File: src/sv/xee_pkg.sv
`timescale 1ns / 1ps
// xee_pkg: shared types, codes and entity tables of the xml entity escaper
package xee_pkg;

  localparam int unsigned COUNT_BITS_DEF = 16;
  localparam int unsigned FIFO_DEPTH     = 4;
  localparam int unsigned CFG_DATA_W     = 16;
  localparam int unsigned USED_W         = 16;

  localparam logic [15:0] CAPACITY_RESET = 16'd256;

  // register indexes
  localparam logic REG_CAPACITY      = 1'b0;
  localparam logic REG_DOUBLE_ESCAPE = 1'b1;

  // result status codes
  localparam logic [1:0] STATUS_DATA = 2'd0;
  localparam logic [1:0] STATUS_TERM = 2'd1;
  localparam logic [1:0] STATUS_OVF  = 2'd2;

  // entity codes
  localparam logic [2:0] ENT_LT   = 3'd0;
  localparam logic [2:0] ENT_GT   = 3'd1;
  localparam logic [2:0] ENT_AMP  = 3'd2;
  localparam logic [2:0] ENT_QUOT = 3'd3;
  localparam logic [2:0] ENT_APOS = 3'd4;

  localparam logic [7:0] CHAR_NUL = 8'h00;
  localparam logic [7:0] CHAR_AMP = 8'h26;

  typedef enum logic [1:0] {
    JOB_DATA,
    JOB_TERM,
    JOB_OVF,
    JOB_ENT
  } job_op_e;

  typedef struct packed {
    job_op_e     op;
    logic [7:0]  data;
    logic [2:0]  ent;
    logic        dbl;
  } job_t;

  // body length of an entity, without the leading ampersand
  function automatic logic [3:0] body_len(logic [2:0] e);
    logic [3:0] n;
    case (e)
      ENT_LT:   n = 4'd3;
      ENT_GT:   n = 4'd3;
      ENT_AMP:  n = 4'd4;
      ENT_QUOT: n = 4'd5;
      ENT_APOS: n = 4'd5;
      default:  n = 4'd5;
    endcase
    return n;
  endfunction

  // total bytes written for an entity
  function automatic logic [3:0] ent_len(logic [2:0] e, logic dbl);
    return 4'd1 + (dbl ? 4'd4 : 4'd0) + body_len(e);
  endfunction

  function automatic logic [7:0] body_char(logic [2:0] e, logic [2:0] k);
    logic [39:0] s;
    logic [7:0]  ch;
    case (e)
      ENT_LT:   s = "lt;  ";
      ENT_GT:   s = "gt;  ";
      ENT_AMP:  s = "amp; ";
      ENT_QUOT: s = "quot;";
      ENT_APOS: s = "apos;";
      default:  s = "apos;";
    endcase
    case (k)
      3'd0:    ch = s[39:32];
      3'd1:    ch = s[31:24];
      3'd2:    ch = s[23:16];
      3'd3:    ch = s[15:8];
      default: ch = s[7:0];
    endcase
    return ch;
  endfunction

  // byte at position idx of the expanded entity
  function automatic logic [7:0] ent_char(logic [2:0] e, logic dbl, logic [3:0] idx);
    logic [7:0] ch;
    logic [3:0] k;
    if (idx == 4'd0) begin
      ch = CHAR_AMP;
    end else if (dbl && (idx <= 4'd4)) begin
      k  = idx - 4'd1;
      ch = body_char(ENT_AMP, k[2:0]);
    end else begin
      k  = idx - 4'd1 - (dbl ? 4'd4 : 4'd0);
      ch = body_char(e, k[2:0]);
    end
    return ch;
  endfunction

endpackage

File: src/sv/xee_front.sv
`timescale 1ns / 1ps
// xee_front: accepts source bytes, classifies them, checks capacity and queues jobs
module xee_front import xee_pkg::*; #(
  parameter int unsigned COUNT_BITS = COUNT_BITS_DEF
) (
  input  logic                  clk_i,
  input  logic                  rst_ni,
  input  logic                  in_valid_i,
  output logic                  in_ready_o,
  input  logic [7:0]            in_byte_i,
  input  logic [15:0]           capacity_i,
  input  logic                  double_escape_i,
  input  logic                  fifo_full_i,
  output logic                  push_o,
  output job_t                  push_job_o,
  output logic [COUNT_BITS-1:0] push_cnt_o
);

  localparam int unsigned W = (COUNT_BITS > 16) ? COUNT_BITS : 16;

  logic [COUNT_BITS-1:0] used_q, used_d;
  logic                  aborted_q, aborted_d;

  logic       accept;
  logic       is_ent;
  logic [2:0] ent;
  logic [3:0] n;
  logic [W-1:0] cap_w, max_w, lim;
  logic [W:0]   need;
  logic         fits;
  job_t         job;

  assign in_ready_o = !fifo_full_i;
  assign accept     = in_valid_i && in_ready_o;

  always_comb begin
    is_ent = 1'b1;
    ent    = ENT_LT;
    case (in_byte_i)
      "<":     ent = ENT_LT;
      ">":     ent = ENT_GT;
      "&":     ent = ENT_AMP;
      "\"":    ent = ENT_QUOT;
      "'":     ent = ENT_APOS;
      default: is_ent = 1'b0;
    endcase
  end

  always_comb begin
    n     = is_ent ? ent_len(ent, double_escape_i) : 4'd1;
    cap_w = W'(capacity_i);
    max_w = {W{1'b1}} >> (W - COUNT_BITS);
    lim   = (cap_w < max_w) ? cap_w : max_w;
    need  = (W+1)'(used_q) + (W+1)'(n);
    fits  = need <= {1'b0, lim};
  end

  always_comb begin
    used_d    = used_q;
    aborted_d = aborted_q;
    job.op    = JOB_DATA;
    job.data  = in_byte_i;
    job.ent   = ent;
    job.dbl   = double_escape_i;
    if (accept) begin
      if (aborted_q) begin
        if (in_byte_i == CHAR_NUL) begin
          aborted_d = 1'b0;
          used_d    = '0;
        end
      end else if (!fits) begin
        job.op = JOB_OVF;
        if (!is_ent && (in_byte_i == CHAR_NUL)) begin
          used_d = '0;
        end else begin
          aborted_d = 1'b1;
        end
      end else if (is_ent) begin
        job.op = JOB_ENT;
        used_d = used_q + COUNT_BITS'(n);
      end else if (in_byte_i == CHAR_NUL) begin
        job.op = JOB_TERM;
        used_d = '0;
      end else begin
        used_d = used_q + COUNT_BITS'(1);
      end
    end
  end

  assign push_o     = accept && !aborted_q;
  assign push_job_o = job;
  assign push_cnt_o = used_q;

  always_ff @(posedge clk_i or negedge rst_ni) begin
    if (!rst_ni) begin
      used_q    <= '0;
      aborted_q <= 1'b0;
    end else begin
      used_q    <= used_d;
      aborted_q <= aborted_d;
    end
  end

`ifndef NO_ASSERTIONS
  a_ovf_aborts: assert property (@(posedge clk_i) disable iff (!rst_ni)
    push_o && (job.op == JOB_OVF) && (in_byte_i != CHAR_NUL) |=> aborted_q)
    else $error("overflow did not abort the string");
  a_term_clears: assert property (@(posedge clk_i) disable iff (!rst_ni)
    accept && (in_byte_i == CHAR_NUL) |=> (used_q == '0) && !aborted_q)
    else $error("terminator did not clear the string state");
`endif

endmodule

File: src/sv/xee_fifo.sv
`timescale 1ns / 1ps
// xee_fifo: short job queue between the front and the back
module xee_fifo import xee_pkg::*; #(
  parameter int unsigned COUNT_BITS = COUNT_BITS_DEF
) (
  input  logic                  clk_i,
  input  logic                  rst_ni,
  input  logic                  push_i,
  input  job_t                  push_job_i,
  input  logic [COUNT_BITS-1:0] push_cnt_i,
  output logic                  full_o,
  input  logic                  pop_i,
  output logic                  head_valid_o,
  output job_t                  head_job_o,
  output logic [COUNT_BITS-1:0] head_cnt_o
);

  localparam int unsigned PTR_W = $clog2(FIFO_DEPTH);
  localparam int unsigned LVL_W = $clog2(FIFO_DEPTH + 1);

  job_t                  job_mem [FIFO_DEPTH];
  logic [COUNT_BITS-1:0] cnt_mem [FIFO_DEPTH];

  logic [PTR_W-1:0] wr_q, rd_q;
  logic [LVL_W-1:0] lvl_q;

  assign full_o       = lvl_q == LVL_W'(FIFO_DEPTH);
  assign head_valid_o = lvl_q != '0;
  assign head_job_o   = job_mem[rd_q];
  assign head_cnt_o   = cnt_mem[rd_q];

  always_ff @(posedge clk_i) begin
    if (push_i) begin
      job_mem[wr_q] <= push_job_i;
      cnt_mem[wr_q] <= push_cnt_i;
    end
  end

  always_ff @(posedge clk_i or negedge rst_ni) begin
    if (!rst_ni) begin
      wr_q  <= '0;
      rd_q  <= '0;
      lvl_q <= '0;
    end else begin
      if (push_i) begin
        wr_q <= (wr_q == PTR_W'(FIFO_DEPTH - 1)) ? '0 : wr_q + PTR_W'(1);
      end
      if (pop_i) begin
        rd_q <= (rd_q == PTR_W'(FIFO_DEPTH - 1)) ? '0 : rd_q + PTR_W'(1);
      end
      if (push_i && !pop_i) begin
        lvl_q <= lvl_q + LVL_W'(1);
      end else if (pop_i && !push_i) begin
        lvl_q <= lvl_q - LVL_W'(1);
      end
    end
  end

`ifndef NO_ASSERTIONS
  a_no_overrun: assert property (@(posedge clk_i) disable iff (!rst_ni)
    full_o && !pop_i |-> !push_i)
    else $error("push into a full job queue");
`endif

endmodule

File: src/sv/xee_back.sv
`timescale 1ns / 1ps
// xee_back: expands queued jobs into output beats behind an output register
module xee_back import xee_pkg::*; #(
  parameter int unsigned COUNT_BITS = COUNT_BITS_DEF
) (
  input  logic                  clk_i,
  input  logic                  rst_ni,
  input  logic                  head_valid_i,
  input  job_t                  head_job_i,
  input  logic [COUNT_BITS-1:0] head_cnt_i,
  output logic                  pop_o,
  output logic                  out_valid_o,
  input  logic                  out_ready_i,
  output logic [7:0]            out_byte_o,
  output logic [1:0]            status_o,
  output logic                  last_o,
  output logic [USED_W-1:0]     used_count_o
);

  localparam int unsigned W = (COUNT_BITS > USED_W) ? COUNT_BITS : USED_W;

  logic       out_valid_q;
  logic [3:0] idx_q;

  logic [7:0]        byte_q;
  logic [1:0]        status_q;
  logic              last_q;
  logic [USED_W-1:0] used_q;

  logic                  emit;
  logic [3:0]            len;
  logic                  last_beat;
  logic [7:0]            beat_byte;
  logic [1:0]            beat_status;
  logic [COUNT_BITS-1:0] beat_cnt;
  logic [W-1:0]          beat_cnt_w;

  always_comb begin
    len         = (head_job_i.op == JOB_ENT) ? ent_len(head_job_i.ent, head_job_i.dbl) : 4'd1;
    last_beat   = idx_q == (len - 4'd1);
    emit        = head_valid_i && (!out_valid_q || out_ready_i);
    beat_byte   = head_job_i.data;
    beat_status = STATUS_DATA;
    beat_cnt    = head_cnt_i + COUNT_BITS'(idx_q) + COUNT_BITS'(1);
    unique case (head_job_i.op)
      JOB_DATA: ;
      JOB_TERM: begin
        beat_byte   = CHAR_NUL;
        beat_status = STATUS_TERM;
      end
      JOB_OVF: begin
        beat_byte   = CHAR_NUL;
        beat_status = STATUS_OVF;
        beat_cnt    = head_cnt_i;
      end
      JOB_ENT: beat_byte = ent_char(head_job_i.ent, head_job_i.dbl, idx_q);
    endcase
    beat_cnt_w = W'(beat_cnt);
  end

  assign pop_o = emit && last_beat;

  always_ff @(posedge clk_i or negedge rst_ni) begin
    if (!rst_ni) begin
      out_valid_q <= 1'b0;
      idx_q       <= '0;
    end else begin
      if (emit) begin
        out_valid_q <= 1'b1;
        idx_q       <= last_beat ? 4'd0 : idx_q + 4'd1;
      end else if (out_ready_i) begin
        out_valid_q <= 1'b0;
      end
    end
  end

  always_ff @(posedge clk_i) begin
    if (emit) begin
      byte_q   <= beat_byte;
      status_q <= beat_status;
      last_q   <= last_beat;
      used_q   <= beat_cnt_w[USED_W-1:0];
    end
  end

  assign out_valid_o  = out_valid_q;
  assign out_byte_o   = byte_q;
  assign status_o     = status_q;
  assign last_o       = last_q;
  assign used_count_o = used_q;

`ifndef NO_ASSERTIONS
  a_idx_in_range: assert property (@(posedge clk_i) disable iff (!rst_ni)
    head_valid_i |-> idx_q < len)
    else $error("beat index past the end of the job");
  a_ovf_beat: assert property (@(posedge clk_i) disable iff (!rst_ni)
    out_valid_q && (status_q == STATUS_OVF) |-> last_q && (byte_q == CHAR_NUL))
    else $error("overflow beat is not a single zero beat");
`endif

endmodule

File: src/sv/xml_entity_escaper.sv
`timescale 1ns / 1ps
// xml_entity_escaper: top level with configuration registers, front, job queue and back
// Escapes a byte stream for XML: < > & " ' become &lt; &gt; &amp; &quot; &apos;,
// with the leading & written again as &amp; when double_escape is set. A zero byte
// ends the string and clears the per-string count; an entity or byte that would
// exceed capacity gives one overflow beat and the rest of the string is dropped.
// The front takes one source byte per cycle while the four-entry job queue has
// room; the back emits one output beat per cycle while the output is taken, so a
// plain byte gives one beat and an entity one beat per output byte (4 to 10),
// which sets the sustained rate for entity-heavy text. Output beats sit in a
// register, so input and output stall independently.
module xml_entity_escaper import xee_pkg::*; #(
  parameter int unsigned COUNT_BITS = COUNT_BITS_DEF
) (
  input  logic                  clk_i,
  input  logic                  rst_ni,
  input  logic                  cfg_we_i,
  input  logic                  cfg_idx_i,
  input  logic [CFG_DATA_W-1:0] cfg_wdata_i,
  input  logic                  in_valid_i,
  output logic                  in_ready_o,
  input  logic [7:0]            in_byte_i,
  output logic                  out_valid_o,
  input  logic                  out_ready_i,
  output logic [7:0]            out_byte_o,
  output logic [1:0]            status_o,
  output logic                  last_o,
  output logic [USED_W-1:0]     used_count_o
);

  logic [15:0] capacity_q;
  logic        double_escape_q;

  logic                  push, full, pop, head_valid;
  job_t                  push_job, head_job;
  logic [COUNT_BITS-1:0] push_cnt, head_cnt;

  always_ff @(posedge clk_i or negedge rst_ni) begin
    if (!rst_ni) begin
      capacity_q      <= CAPACITY_RESET;
      double_escape_q <= 1'b0;
    end else if (cfg_we_i) begin
      unique case (cfg_idx_i)
        REG_CAPACITY:      capacity_q      <= cfg_wdata_i[15:0];
        REG_DOUBLE_ESCAPE: double_escape_q <= cfg_wdata_i[0];
      endcase
    end
  end

  xee_front #(.COUNT_BITS(COUNT_BITS)) u_front (
    .clk_i,
    .rst_ni,
    .in_valid_i,
    .in_ready_o,
    .in_byte_i,
    .capacity_i      (capacity_q),
    .double_escape_i (double_escape_q),
    .fifo_full_i     (full),
    .push_o          (push),
    .push_job_o      (push_job),
    .push_cnt_o      (push_cnt)
  );

  xee_fifo #(.COUNT_BITS(COUNT_BITS)) u_fifo (
    .clk_i,
    .rst_ni,
    .push_i       (push),
    .push_job_i   (push_job),
    .push_cnt_i   (push_cnt),
    .full_o       (full),
    .pop_i        (pop),
    .head_valid_o (head_valid),
    .head_job_o   (head_job),
    .head_cnt_o   (head_cnt)
  );

  xee_back #(.COUNT_BITS(COUNT_BITS)) u_back (
    .clk_i,
    .rst_ni,
    .head_valid_i (head_valid),
    .head_job_i   (head_job),
    .head_cnt_i   (head_cnt),
    .pop_o        (pop),
    .out_valid_o,
    .out_ready_i,
    .out_byte_o,
    .status_o,
    .last_o,
    .used_count_o
  );

endmodule

File: config.mk
export PLATFORM = sky130hd
export DESIGN_NAME = xml_entity_escaper
export DESIGN_NICKNAME = d
export VERILOG_FILES = /design/src/sv/xee_pkg.sv /design/src/sv/xee_front.sv /design/src/sv/xee_fifo.sv /design/src/sv/xee_back.sv /design/src/sv/xml_entity_escaper.sv
export SDC_FILE = /design/constraint.sdc
export NUM_CORES = 1
export LEC_CHECK = 0
export BUFFER_PORTS_ARGS = -buffer_cell sky130_fd_sc_hd__buf_2
export CAP_MARGIN = 20
export CORE_MARGIN = 2
export CORE_UTILIZATION = 60
export CTS_CLUSTER_DIAMETER = 150
export DETAILED_ROUTE_END_ITERATION = 16
export HOLD_SLACK_MARGIN = 0.15
export MAX_ROUTING_LAYER = met4
export PLACE_DENSITY = 0.77
export SLEW_MARGIN = 30
export SYNTH_ARGS = -nofsm -noshare
export SYNTH_HDL_FRONTEND = slang
export SYNTH_SLANG_ARGS = --single-unit
export TNS_END_PERCENT = 50
File: constraint.sdc
create_clock -name clk_i -period 5.48 [get_ports clk_i]
set_input_delay 1.096 -clock clk_i [delete_from_list [all_inputs] [get_ports clk_i]]
set_output_delay 1.096 -clock clk_i [all_outputs]
set_load 0.05 [all_outputs]
==> impl_metrics.toml <==
[worst_setup_path]
worstSetupPathType = "in -> reg"
startpoint = "in_byte_i[3]"
arrival_ps = 5390
end_kind = "flop"
start_kind = "input port"
cp_max_fo = 8
crit_required_ps = 5800
r2r-start = "u_front.push_cnt_o[0]$_DFFE_PN0P_"

[global_route]
grt_pass1_wl_mm = 32.2
grt_pass1_vias = 6340
grt_max_degree = 47
grt.total_usage_pct = 25.6
antenna_found_initial = 0
grt-ovfl-total = 0

[synthesis]
synthArstFlopShare_pct = 23.8
ys_ff_latch = 193
yosysSeqAreaShare_pct = 57.6
synthTopCellsByArea = "edfxtp_1 46%, dfrtp_1 12%, mux4_2 6.3%, ha_1 4.9%, nand2_1 3.3%"
synth_ff_type = "edfxtp_1"
synth_top_area_share_pct = 45.7
netlist_instances = 768
syn_nets = 839
netlist-cell-type-count = 64
synth_edf_count = 147
yosys_warnings = 0
synth_area_sq_um = 9660
avgSynthCellArea_sq_um = 12.6
yosysTopAreaCell = "edfxtp_1"

[sta]
fin_skew_ps = 8.07
rsz0062_at_grt = "false"
layout_min_cycle_time_ps = 5070
fmax_ghz = 0.197
finalHoldViolCount = 0
holdWs_ps = 523
setup_viol = 0
worst_slew_pin_slew_ps = 837
slew_violations = 0
fin_tns_setup_ps = 0
relSlewSlack_pct = 44.2
finalCritPeriodShare_pct = 92.5
timing.final.ws_setup_ps = 410

[placed_design]
io_buffers = 58
gp_congestion = 0.932
place_worst_setup_slack_ps = -141
hpwl_mm = 13.6
placed_area_sq_um = 10200

[die]
core-area_sq_um = 15800
die_x_um = 131
fp-row-count = 46
start_util_pct = 61.1
io_pins = 59
die_h_um = 131
dieArea_sq_um = 17100

[drt]
wirelength_mm = 19.8
routed.top_layer = "met4"
drtIter0Drc = 706
detail_route.first_pass.iterations = 5
vias = 6439
route.met2.wl_mm = 9.66
drc = 0
wl_per_cell_um = 18.9
routed-wl-met3_mm = 1.28
antenna_left = 0
wl_met1_mm = 8.50
vias_per_cell = 6.14

[clock_tree]
path_clk_slew_ps = 70
cts_made_buffers = 17
clock_sinks = 193
root_buffer = "clkbuf_16"
cts_buffer_depth = 2
post_cts.repair.setup_buffers = 0
h-tree-depth = 4
clk_latency_ps = 430
cts_tree = "yes"

[run]
max_cap_viol_count = 0

[worst_hold_path]
worstHoldStart = "u_fifo.lvl_q[2]$_DFFE_PN0P_"
hold_path.class = "reg -> reg"

[power]
max-vdd-ir-drop_uv = 364
p_per_area_nw_per_um2 = 549
p_leak_uw = 0.00410

[cells_and_area]
area_delta_synth_final_pct = 11.5
post-route-util_pct = 68.1
nNetsFinal = 891
drive_above_1_share_pct = 19.0
diodes = 0
final_area_sq_um = 10800

[run_status]
status = "complete, no violations"
==> layout make-up <==
cell class	instances	area (sq um)
repair buffers	72	398
inverters	34	128
clock inverters	15	165
multi-input cells	502	3820
clock buffers	17	425
well taps	216	270
fillers	1118	5050
flip-flops and latches	193	5570
==> through the flow <==
step,cells,power (uW)
after floorplan,768,4120
after global placement,1017,4600
after detailed placement,1017,4700
after CTS,1049,5920
after global routing,1049,6260
final,1049,5910
==> report_power, final <==
group          internal [uW]  total [uW]  leakage, uW  switching [uW]
sequential              2070        2310      0.00193             244
combinational            878        2390      0.00190            1510
clock                    612        1210     0.000279             598
==> registers in the layout, summed over array words and instances, names as in the netlist, 3 cells and up <==
register / flops
u_fifo.lvl_q: 3
u_fifo.job_mem: 56
u_front.push_cnt_o: 16
u_fifo.cnt_mem: 64
capacity_q: 16
u_back.out_byte_o: 8
u_back.idx_q: 4
u_back.used_count_o: 16
==> repair_timing <==
item | in CTS | in global routing
resized for setup | 0 | 1
endpoints found under the setup margin | 0 | 20
hold buffers | 0 | 0
==> worst paths after layout <==
kind / endpoint / slack, ps / cells after the start
worst max-delay path: u_front.push_cnt_o[0]$_DFFE_PN0P_ / 410 / 21
worst min-delay path: u_fifo.lvl_q[2]$_DFFE_PN0P_ / 520 / 1
worst max register to register: u_front.push_cnt_o[0]$_DFFE_PN0P_ / 1350 / 16
worst min register to register: u_fifo.lvl_q[2]$_DFFE_PN0P_ / 520 / 1
max in group asynchronous: u_fifo.rd_q[0]$_DFFE_PN0P_ / 4370 / 1
min in group asynchronous: capacity_q[9]$_DFFE_PN0P_ / 670 / 1
==> worst max-delay path, stage by stage <==
cell     delay [ps]
buf_2           130
nor2_1          210
a32o_1          210
nand3_1         130
a21o_1          190
ha_1            230
fa_1            440
a21oi_1         210
o21ai_1         130
nand2_1         250
nor2_1          100
xor2_1          150
ha_1            320
nand2_1          80
or2_2           310
nor3_1          190
a31oi_1         120
o41ai_2          90
nand3_1         290
buf_4           260
a32o_1          240
==> cells in the mapped netlist (10+ instances only) <==
cell type	count
xor2_1	11
nand2_1	86
mux4_2	27
a31oi_1	10
nor2_1	45
ha_1	38
nor3_1	19
edfxtp_1	147
o21ai_0	42
nand3_1	26
a21oi_1	29
dfrtp_1	45
inv_1	33
a21o_1	10
clkbuf_1	26
mux2i_1	20
xnor2_1	25
==> cell families after synthesis <==
kind of cell             count (synthesis)  synth area share (%)
AND/OR/NAND/NOR                        229                  11.1
flip-flops                             193                  57.6
AO/OA/AOI/OAI                          138                  9.35
buffers and inverters                   73                  3.02
multiplexers                            58                  10.2
adder cells (fa/ha/maj)                 41                  5.54
XOR/XNOR                                36                  3.26
==> cells in the final DEF (no fill, tap or decap), types with 10 or more instances in the layout <==
cell         n
a21o_1      10
a21oi_1     29
a31oi_1     10
buf_2       57
buf_4       15
clkbuf_16   17
dfrtp_1     44
edfxtp_1   147
ha_1        38
inv_1       33
mux2i_1     20
mux4_2      27
nand2_1     86
nand3_1     26
nor2_1      45
nor3_1      19
o21ai_0     41
xnor2_1     25
xor2_1      11
==> per-layer routing <==
layer	vias up	global-route usage (%)
met1	3149	34.1
met3	33	4.19
met4	0	8.39
met2	283	40.7
met5	-	-
li1	2974	-
(Power assumes the default switching activity.)
